[config.mk]
export PLATFORM = sky130hd
export DESIGN_NAME = integer_to_ascii_digits_top_flat
export DESIGN_NICKNAME = d
export VERILOG_FILES = /design/src/sv/itad_pkg.sv /design/src/sv/itad_if.sv /design/src/sv/integer_to_ascii_digits_top.sv /design/src/flat_wrapper.sv
export SDC_FILE = /design/constraint.sdc
export NUM_CORES = 1
export LEC_CHECK = 0
export ABC_CLOCK_PERIOD_IN_PS = 7000
export BUFFER_PORTS_ARGS = -buffer_cell sky130_fd_sc_hd__buf_2
export CAP_MARGIN = 20
export CORE_UTILIZATION = 50
export DETAILED_ROUTE_END_ITERATION = 6
export GPL_ROUTABILITY_DRIVEN = 0
export PLACE_DENSITY = 0.74
export SYNTH_ARGS = -nofsm -noshare
export SYNTH_HDL_FRONTEND = slang
export SYNTH_SLANG_ARGS = --single-unit
[constraint.sdc]
create_clock -name i_clk -period 7 [get_ports i_clk]
set_clock_uncertainty 0.2 [all_clocks]
set_input_delay 0.35 -clock i_clk [delete_from_list [all_inputs] [get_ports i_clk]]
set_output_delay 0.35 -clock i_clk [all_outputs]
set_load 0.005 [all_outputs]
[src/sv/itad_pkg.sv]
// Package for the integer-to-ASCII digit converter.
// Holds field widths, ASCII codes and the digit-to-character mapping.
// No dependencies.
package itad_pkg;

    // Field widths
    localparam int VALUE_BITS_W = 64;
    localparam int CHAR_W       = 7;

    // Default number of significant value bits
    localparam int VALUE_WIDTH_DEF = 64;

    // ASCII codes
    localparam logic [CHAR_W-1:0] ASCII_ZERO    = 7'h30;
    localparam logic [CHAR_W-1:0] ASCII_MINUS   = 7'h2D;
    localparam logic [CHAR_W-1:0] ASCII_UPPER_A = 7'h41;
    localparam logic [CHAR_W-1:0] ASCII_LOWER_A = 7'h61;

    // Map one digit (0..15) to its ASCII character
    function automatic logic [CHAR_W-1:0] digit_to_ascii(input logic [3:0] d,
                                                         input logic upper);
        logic [CHAR_W-1:0] base;
        base = upper ? ASCII_UPPER_A : ASCII_LOWER_A;
        if (d < 4'd10) begin
            digit_to_ascii = ASCII_ZERO + CHAR_W'(d);
        end else begin
            digit_to_ascii = base + CHAR_W'(d - 4'd10);
        end
    endfunction

endpackage

[src/sv/itad_if.sv]
// Channel interfaces for the integer-to-ASCII digit converter.
// itad_in_if carries one value beat, itad_out_if one character beat.
// Depends on itad_pkg.
interface itad_in_if;
    logic                             valid;
    logic                             ready;
    logic [itad_pkg::VALUE_BITS_W-1:0] value_bits;
    logic                             is_signed;
    logic                             hex;
    logic                             upper_case;

    modport source (output valid, output value_bits, output is_signed,
                    output hex, output upper_case, input ready);
    modport sink   (input valid, input value_bits, input is_signed,
                    input hex, input upper_case, output ready);
endinterface

interface itad_out_if;
    logic                       valid;
    logic                       ready;
    logic [itad_pkg::CHAR_W-1:0] char_code;
    logic                       last;

    modport source (output valid, output char_code, output last, input ready);
    modport sink   (input valid, input char_code, input last, output ready);
endinterface

[src/sv/integer_to_ascii_digits_top.sv]
// Converter top level: bit-serial double dabble and digit shifter; uses itad_pkg, itad_if.
// Decimal: the magnitude is shifted into the BCD register bit by bit (ST_CONV), then a minus
// sign if negative (ST_SIGN), then digits from the top, leading zeros skipped (ST_EMIT).
// Unsigned hex goes straight to ST_EMIT. A new value is taken only in idle, after the last
// character of the one before has been issued; output stalls hold the sequencer.
// Reset: synchronous active-low i_rst_n returns the sequencer to idle and drops output valid.
module integer_to_ascii_digits_top #(
    parameter int VALUE_WIDTH = itad_pkg::VALUE_WIDTH_DEF
) (
    input  logic           i_clk,
    input  logic           i_rst_n,
    itad_in_if.sink        i_in,
    itad_out_if.source     o_out
);

    // Decimal digits needed for VALUE_WIDTH bits, and the digit register width
    localparam int NDIG  = (VALUE_WIDTH * 30103) / 100000 + 1;
    localparam int DIGW  = NDIG * 4;
    localparam int BCW   = $clog2(VALUE_WIDTH + 1);
    localparam int DCW   = $clog2(NDIG + 1);

    // Sequencer states
    localparam logic [1:0] ST_IDLE = 2'd0;
    localparam logic [1:0] ST_CONV = 2'd1;
    localparam logic [1:0] ST_SIGN = 2'd2;
    localparam logic [1:0] ST_EMIT = 2'd3;

    logic [1:0]                 r_state, n_state;
    logic [VALUE_WIDTH-1:0]     r_bin, n_bin;
    logic [DIGW-1:0]            r_dig, n_dig;
    logic [BCW-1:0]             r_bit_cnt, n_bit_cnt;
    logic [DCW-1:0]             r_cnt, n_cnt;
    logic                       r_neg, n_neg;
    logic                       r_upper, n_upper;
    logic                       r_lead, n_lead;
    logic                       r_ovalid, n_ovalid;
    logic [itad_pkg::CHAR_W-1:0] r_char, n_char;
    logic                       r_last, n_last;

    logic                       in_beat;
    logic                       out_free;
    logic [VALUE_WIDTH-1:0]     in_val;
    logic [VALUE_WIDTH-1:0]     in_mag;
    logic                       in_neg;
    logic                       in_hex;
    logic [DIGW-1:0]            bcd_fix;
    logic [3:0]                 top_dig;

    assign i_in.ready      = (r_state == ST_IDLE);
    assign in_beat         = i_in.valid && i_in.ready;
    assign out_free        = !r_ovalid || o_out.ready;
    assign o_out.valid     = r_ovalid;
    assign o_out.char_code = r_char;
    assign o_out.last      = r_last;

    // Input decode: masked value, sign and magnitude
    assign in_val  = i_in.value_bits[VALUE_WIDTH-1:0];
    assign in_neg  = i_in.is_signed && in_val[VALUE_WIDTH-1];
    assign in_mag  = in_neg ? (~in_val + VALUE_WIDTH'(1)) : in_val;
    assign in_hex  = i_in.hex && !i_in.is_signed;
    assign top_dig = r_dig[DIGW-1 -: 4];

    // Add-3 correction on every BCD digit ahead of the shift
    always_comb begin
        for (int k = 0; k < NDIG; k++) begin
            if (r_dig[k*4 +: 4] >= 4'd5) begin
                bcd_fix[k*4 +: 4] = r_dig[k*4 +: 4] + 4'd3;
            end else begin
                bcd_fix[k*4 +: 4] = r_dig[k*4 +: 4];
            end
        end
    end

    // Sequencer
    always_comb begin
        n_state   = r_state;
        n_bin     = r_bin;
        n_dig     = r_dig;
        n_bit_cnt = r_bit_cnt;
        n_cnt     = r_cnt;
        n_neg     = r_neg;
        n_upper   = r_upper;
        n_lead    = r_lead;
        n_ovalid  = r_ovalid && !o_out.ready;
        n_char    = r_char;
        n_last    = r_last;
        unique case (r_state)
            ST_IDLE: begin
                if (in_beat) begin
                    n_neg     = in_neg;
                    n_upper   = i_in.upper_case && in_hex;
                    n_lead    = 1'b1;
                    n_cnt     = DCW'(NDIG);
                    n_bin     = in_mag;
                    n_bit_cnt = BCW'(VALUE_WIDTH);
                    if (in_hex) begin
                        n_dig   = {{(DIGW-VALUE_WIDTH){1'b0}}, in_val};
                        n_state = ST_EMIT;
                    end else begin
                        n_dig   = '0;
                        n_state = ST_CONV;
                    end
                end
            end
            ST_CONV: begin
                // One value bit into the BCD register per cycle
                n_dig     = {bcd_fix[DIGW-2:0], r_bin[VALUE_WIDTH-1]};
                n_bin     = {r_bin[VALUE_WIDTH-2:0], 1'b0};
                n_bit_cnt = r_bit_cnt - BCW'(1);
                if (r_bit_cnt == BCW'(1)) begin
                    n_state = r_neg ? ST_SIGN : ST_EMIT;
                end
            end
            ST_SIGN: begin
                if (out_free) begin
                    n_ovalid = 1'b1;
                    n_char   = itad_pkg::ASCII_MINUS;
                    n_last   = 1'b0;
                    n_state  = ST_EMIT;
                end
            end
            ST_EMIT: begin
                if (r_lead && top_dig == 4'd0 && r_cnt != DCW'(1)) begin
                    // Drop a leading zero digit
                    n_dig = {r_dig[DIGW-5:0], 4'd0};
                    n_cnt = r_cnt - DCW'(1);
                end else if (out_free) begin
                    n_ovalid = 1'b1;
                    n_char   = itad_pkg::digit_to_ascii(top_dig, r_upper);
                    n_last   = (r_cnt == DCW'(1));
                    n_lead   = 1'b0;
                    n_dig    = {r_dig[DIGW-5:0], 4'd0};
                    n_cnt    = r_cnt - DCW'(1);
                    if (r_cnt == DCW'(1)) begin
                        n_state = ST_IDLE;
                    end
                end
            end
            default: n_state = ST_IDLE;
        endcase
    end

    // Control registers
    always_ff @(posedge i_clk) begin
        if (!i_rst_n) begin
            r_state  <= ST_IDLE;
            r_ovalid <= 1'b0;
        end else begin
            r_state  <= n_state;
            r_ovalid <= n_ovalid;
        end
    end

    // Datapath registers
    always_ff @(posedge i_clk) begin
        r_bin     <= n_bin;
        r_dig     <= n_dig;
        r_bit_cnt <= n_bit_cnt;
        r_cnt     <= n_cnt;
        r_neg     <= n_neg;
        r_upper   <= n_upper;
        r_lead    <= n_lead;
        r_char    <= n_char;
        r_last    <= n_last;
    end

`ifndef SYNTH
    // A stalled character beat must hold until taken
    a_out_hold: assert property (@(posedge i_clk) disable iff (!i_rst_n)
        (r_ovalid && !o_out.ready) |=> (r_ovalid && $stable(r_char) && $stable(r_last)))
        else $error("output beat changed while stalled");

    // Conversion loop never runs with an exhausted bit count
    a_conv_cnt: assert property (@(posedge i_clk) disable iff (!i_rst_n)
        (r_state == ST_CONV) |-> (r_bit_cnt != '0))
        else $error("conversion bit count underflow");

    // Emission always has at least one digit left
    a_emit_cnt: assert property (@(posedge i_clk) disable iff (!i_rst_n)
        (r_state == ST_EMIT) |-> (r_cnt != '0))
        else $error("digit count underflow");

    // A new value is never taken in the cycle after one was taken
    a_one_at_time: assert property (@(posedge i_clk) disable iff (!i_rst_n)
        in_beat |=> !i_in.ready)
        else $error("second value accepted while busy");
`endif

endmodule
[src/flat_wrapper.sv]
// flat-port wrapper written by rule: the top's interface ports become plain ports
module integer_to_ascii_digits_top_flat 
#(
    parameter int VALUE_WIDTH = itad_pkg::VALUE_WIDTH_DEF
)
  (i_clk, i_rst_n, i_in_valid, i_in_value_bits, i_in_is_signed, i_in_hex, i_in_upper_case, i_in_ready, o_out_valid, o_out_char_code, o_out_last, o_out_ready);
  itad_in_if i_in_i ();
  itad_out_if o_out_i ();
  input  logic i_clk;
  input  logic i_rst_n;
  input wire logic [$bits(i_in_i.valid)-1:0] i_in_valid;
  input wire logic [$bits(i_in_i.value_bits)-1:0] i_in_value_bits;
  input wire logic [$bits(i_in_i.is_signed)-1:0] i_in_is_signed;
  input wire logic [$bits(i_in_i.hex)-1:0] i_in_hex;
  input wire logic [$bits(i_in_i.upper_case)-1:0] i_in_upper_case;
  output wire logic [$bits(i_in_i.ready)-1:0] i_in_ready;
  output wire logic [$bits(o_out_i.valid)-1:0] o_out_valid;
  output wire logic [$bits(o_out_i.char_code)-1:0] o_out_char_code;
  output wire logic [$bits(o_out_i.last)-1:0] o_out_last;
  input wire logic [$bits(o_out_i.ready)-1:0] o_out_ready;
  assign i_in_i.valid = i_in_valid;
  assign i_in_i.value_bits = i_in_value_bits;
  assign i_in_i.is_signed = i_in_is_signed;
  assign i_in_i.hex = i_in_hex;
  assign i_in_i.upper_case = i_in_upper_case;
  assign i_in_ready = i_in_i.ready;
  assign o_out_valid = o_out_i.valid;
  assign o_out_char_code = o_out_i.char_code;
  assign o_out_last = o_out_i.last;
  assign o_out_i.ready = o_out_ready;
  integer_to_ascii_digits_top #(.VALUE_WIDTH(VALUE_WIDTH)) u_core (.i_clk(i_clk), .i_rst_n(i_rst_n), .i_in(i_in_i), .o_out(o_out_i));
endmodule
* After elaboration in Yosys (flattened, before gate mapping) *
Index checks and enable logic that the tools add are counted.

word-level totals
  register bits after elaboration = 170
  input port bits = 71
  output and inout port bits = 10

cells by class
  bitwise operators = 1
  $lt $le $gt $ge = 21
  multiplexer cells = 59
  add/sub/neg operators = 26
  reductions and logical operators = 24
  eq/ne operators = 13

operator list
  operator                 number
  $mux W80                 3
  $pmux W80 S3             1
  $mux W64                 3
  $pmux W64 S2             1
  $ge A4 B3 Y1 const B     20
  $add A4 B2 Y4 const B    19
  $mux W4                  19
  $add A64 B1 Y64 const B  1
  $not A64 Y64             1
  $mux W7                  5
  $pmux W7 S2              2
  $mux W5                  3
  $mux W2                  7
  $pmux W5 S2              1
  $mux W1                  8
  $ne A2 B1 Y1 const B     4
  $pmux W2 S4              1
  $reduce_and A4 Y1        2
  $add A6 B4 Y7 const A    1
  $add A7 B7 Y7            1
  $eq A7 B1 Y1 const B     1
  $logic_and A1 B1 Y1      7
  $sub A7 B1 Y7 const B    1
  $mux W6                  1
  other kinds (21)         31

* Longest topological paths before layout *
  depth after elaboration = 6
  depth in mapped cells = 9
  depth with buffers taken out = 8

* Least setup slack after synthesis *
OpenSTA, ideal clock, no wires.

  kind = flip-flop to flip-flop
  start point = register u_core.r_state[1]
  end point = register u_core.r_bin[0], enable pin
  path slack = 1.666 ns
  buffers on the path = 2
  arrival time = 4.619 ns
  period minus slack after synthesis = 5.334 ns
  required time = 6.285 ns
  stages on the path, launching flop included = 7
  library setup time = 0.515 ns
  cells stage by stage = dfxtp_1 inv_1 ha_1 clkinv_1 clkbuf_1 buf_1 o21bai_1

between the ends
  longest elaborated chain between the ends = 4
  elaborated cells on any way between the ends = 6

ends and longest elaborated chain
  what                             RTL line                                                              source
  from (decl)                      integer_to_ascii_digits_top.sv:28                                     logic [1:0] r_state, n_state;
  from (signal assigned)           integer_to_ascii_digits_top.sv:149                                    r_state <= n_state;
  $logic_not A2 Y1                 integer_to_ascii_digits_top.sv:49, integer_to_ascii_digits_top.sv:87
  $logic_and A1 B1 Y1              integer_to_ascii_digits_top.sv:50                                     assign in_beat = i_in.valid && i_in.ready;
  $ne A2 B2 Y1 (no line)           n/a
  $reduce_and A2 Y1 (no line) (*)  n/a
  to (signal assigned)             integer_to_ascii_digits_top.sv:156                                    r_bin <= n_bin;
  to (decl)                        integer_to_ascii_digits_top.sv:29                                     logic [VALUE_WIDTH-1:0] r_bin, n_bin;

Every way passes the cells marked *; elsewhere a longest branch is shown, timed or not.
A chain may end at the register's enable or synchronous reset.

* Worst setup path in the final report *
  start point = register u_core.r_state[1]
  end point = register u_core.r_bin[39], enable pin

Same word-level chain as after synthesis.

==> run summary <==
Final ANT Viol Nets - 0
Post-Synth Simple-Gate Area - 23.26%
CP Class - flop to flop
Post-DP HPWL - 19720 um
Clock power share - 18.4%
First-pass GRT wire length - 47380 um
Avg Inst Size Synth - 9.367 um^2
Max_slew headroom - 35.26%
Crit share post-route - 54.41%
Fillers - 1997
Most common cell after layout, fill and taps aside - nand2_1
Final WL - 29700 um
Remaining routing DRC violations - 0
Syn. warnings - 0
Max IR drop VDD - 206.7 uV
Unrepaired setup endpoints after global routing - false
Tightest Pin Transition - 0.9711 ns
P&R area growth vs syn - 10.76%
Largest family of logic cells by synthesized area - simple AND/OR/NAND/NOR gates
Max Slew Vio Count - 0
Vias in the first global route - 9090
GRT Total Usage - 25.04%
Run status - complete, no violations
Synth Area in XOR/XNOR - 4.600%
Initial Util - 51.15%
Setup TNS - 0 ns
Vias - 10020
PwrDens - 402.7 nW/um^2
Worst path arrival time - 3.67 ns
Final nets - 1413
Mux cell area share after synthesis - 1.217%
CTS resizes - 0
Cell area after synthesis - 11610 um^2
Final hold viol count - 0
Synth Flop Type - edfxtp_1
Gate power share - 39.9%
Ratio of cells with drive above 1 in the final layout - 12.32%
Sw Share - 40.31%
Setup Buffers After CTS - 0
Hold slack - 0.06065 ns
Max-cap viol count - 0
Via density - 6.324
Final setup violation count - 0
Required time worst endpoint - 6.86 ns
Cts hold-fix bufs - 2
Worst Path Max Fanout - 87
Adder-Cell Fraction of Synth Area - 6.033%
Num CTS Buffers - 17
Post-Syn Nets - 1367
Asr flop ratio synth - 0%
ANT cells - 0
Skew-Pair Late Insertion Delay - 0.44 ns
CTS Root Cell - clkbuf_16
DR WL/cell - 18.75 um
Post-Synthesis Cells - 1240
Die Ht - 154.4 um
Hold path startpoint - i_in_value_bits[0]
Die X - 154.4 um
Int Pwr - 3.092 mW
Largest net degree at the start of global routing - 88
Initial DRC Count - 1223
Synth Area in Compound Gates - 17.20%
Core Area - 22710 um^2
CTS Sinks - 170
Commonest non-fill, non-tap cells in the layout - 176 x nand2_1, 167 x edfxtp_1, 117 x o21ai_0, 80 x buf_2, 61 x nor2_1
Static Leak - 4.867 nW
Hold Crit Class - input port to flop
CP endpoint kind - flop
Initial antenna violation count - 0
Seq/Total Area, Yosys - 43.69%
Fmax - 0.2626 GHz
CTS tree - yes
Net Sw Power - 2.088 mW
Final Critical Period - 3.809 ns
Yosys reg bits - 170
Reg-to-Reg Start - u_core.r_state[1]
Share of total power in sequential cells - 41.7%
DR pass1 iterations - 6
I/O pin cnt - 81
# H-tree levels - 4
Remaining global-route overflow - 0
Post-synth EDFFs - 167
Die area - 23840 um^2
Worst Setup Start Kind - flop
IO buf count - 80
Synth unique cells - 67
Clock transition at the registers of the reported paths - 0.07 ns
Max Buffers Root-to-Sink - 2
Crit. Startpoint - u_core.r_state[1]
Core Rows - 55
==> state kept, by name (all words and copies together), names as in the netlist <==
signal and count:
u_core.r_bin 64, u_core.r_lead 1, u_core.o_out.char_code 7, u_core.r_neg 1, u_core.r_upper 1, u_core.r_state 2, u_core.r_bit_cnt 7, u_core.o_out.valid 1
u_core.o_out.last 1, u_core.r_dig 80, u_core.r_cnt 5
==> synth_stat cells (26+ instances only) <==
| cell type | count | area (um^2) |
|---|---|---|
| nand2_1 | 177 | 664.4 |
| a21oi_1 | 37 | 185.2 |
| nor2_1 | 62 | 232.7 |
| inv_1 | 58 | 217.7 |
| a221o_1 | 45 | 450.4 |
| clkbuf_1 | 50 | 187.7 |
| and3_1 | 52 | 325.3 |
| edfxtp_1 | 167 | 5015 |
| ha_1 | 56 | 700.7 |
| nand3_1 | 26 | 130.1 |
| o21ai_0 | 117 | 585.6 |
| nor3_1 | 39 | 195.2 |
| xnor2_1 | 44 | 385.4 |
| nand2b_1 | 38 | 237.7 |
==> final cells by class <==
class                           instances  area, um^2  area share [%]
Multi-Input combinational cell        947        6122           47.59
Clock buffer                           17       425.4           3.307
Sequential cell                       170        5075           39.45
Clock inverter                         15       156.4           1.216
Timing Repair Buffer                   91       508.0           3.949
Tap cell                              285       356.6           2.772
Inverter                               59       221.5           1.721
==> power by group through the flow <==
stage	Clock [mW]	Sequential [mW]	Combinational [mW]
finish	0.953	2.16	2.07
global placement	0	2.16	1.98
global route	0.991	2.22	2.35
floorplan	0	2.09	1.59
detailed placement	0	2.17	2.05
CTS	0.955	2.15	2.06
==> kinds of logic (layout without fill, tap and decap cells) <==
family	Yosys count	after routing
compound gates	297	297
xor+xnor	61	61
fa+ha+maj	56	56
buf+inv	123	182
flops	170	170
mux	13	13
simple gates	520	520
==> critical path, stage by stage (launching register included) <==
cell	delay, ns
dfxtp_1	0.36
inv_1	0.18
ha_4	0.80
inv_2	0.60
o21bai_4	0.43
buf_4	0.72
==> per-stage QoR <==
stage	cells	area, um^2	setup WS, ns	utilization [%]	power (mW)
5_1_grt	1584	12860	2.973	56.65	5.558
3_5_place_dp	1549	12240	3.218	53.88	4.219
2_1_floorplan	1240	11610	1.666	-	3.682
6_report	1584	12860	3.191	56.65	5.180
4_1_cts	1583	12840	3.209	56.53	5.170
3_3_place_gp	1549	12240	3.287	53.88	4.142
==> metal layers <==
metal	GRT usage, %	wire length, um
met1	36.09	13220
met2	38.72	13470
met3	4.007	2571
met4	7.591	438
met5	0	0
==> worst paths after layout <==
path	cells past startpoint	slack, ns	endpoint
min	2	0.06	u_core.r_dig[0]
max	5	3.19	u_core.r_bin[39]
max reg2reg	5	3.19	u_core.r_bin[39]
min reg2reg	2	0.33	u_core.r_bin[1]
Power figures use the tool's default switching activity.
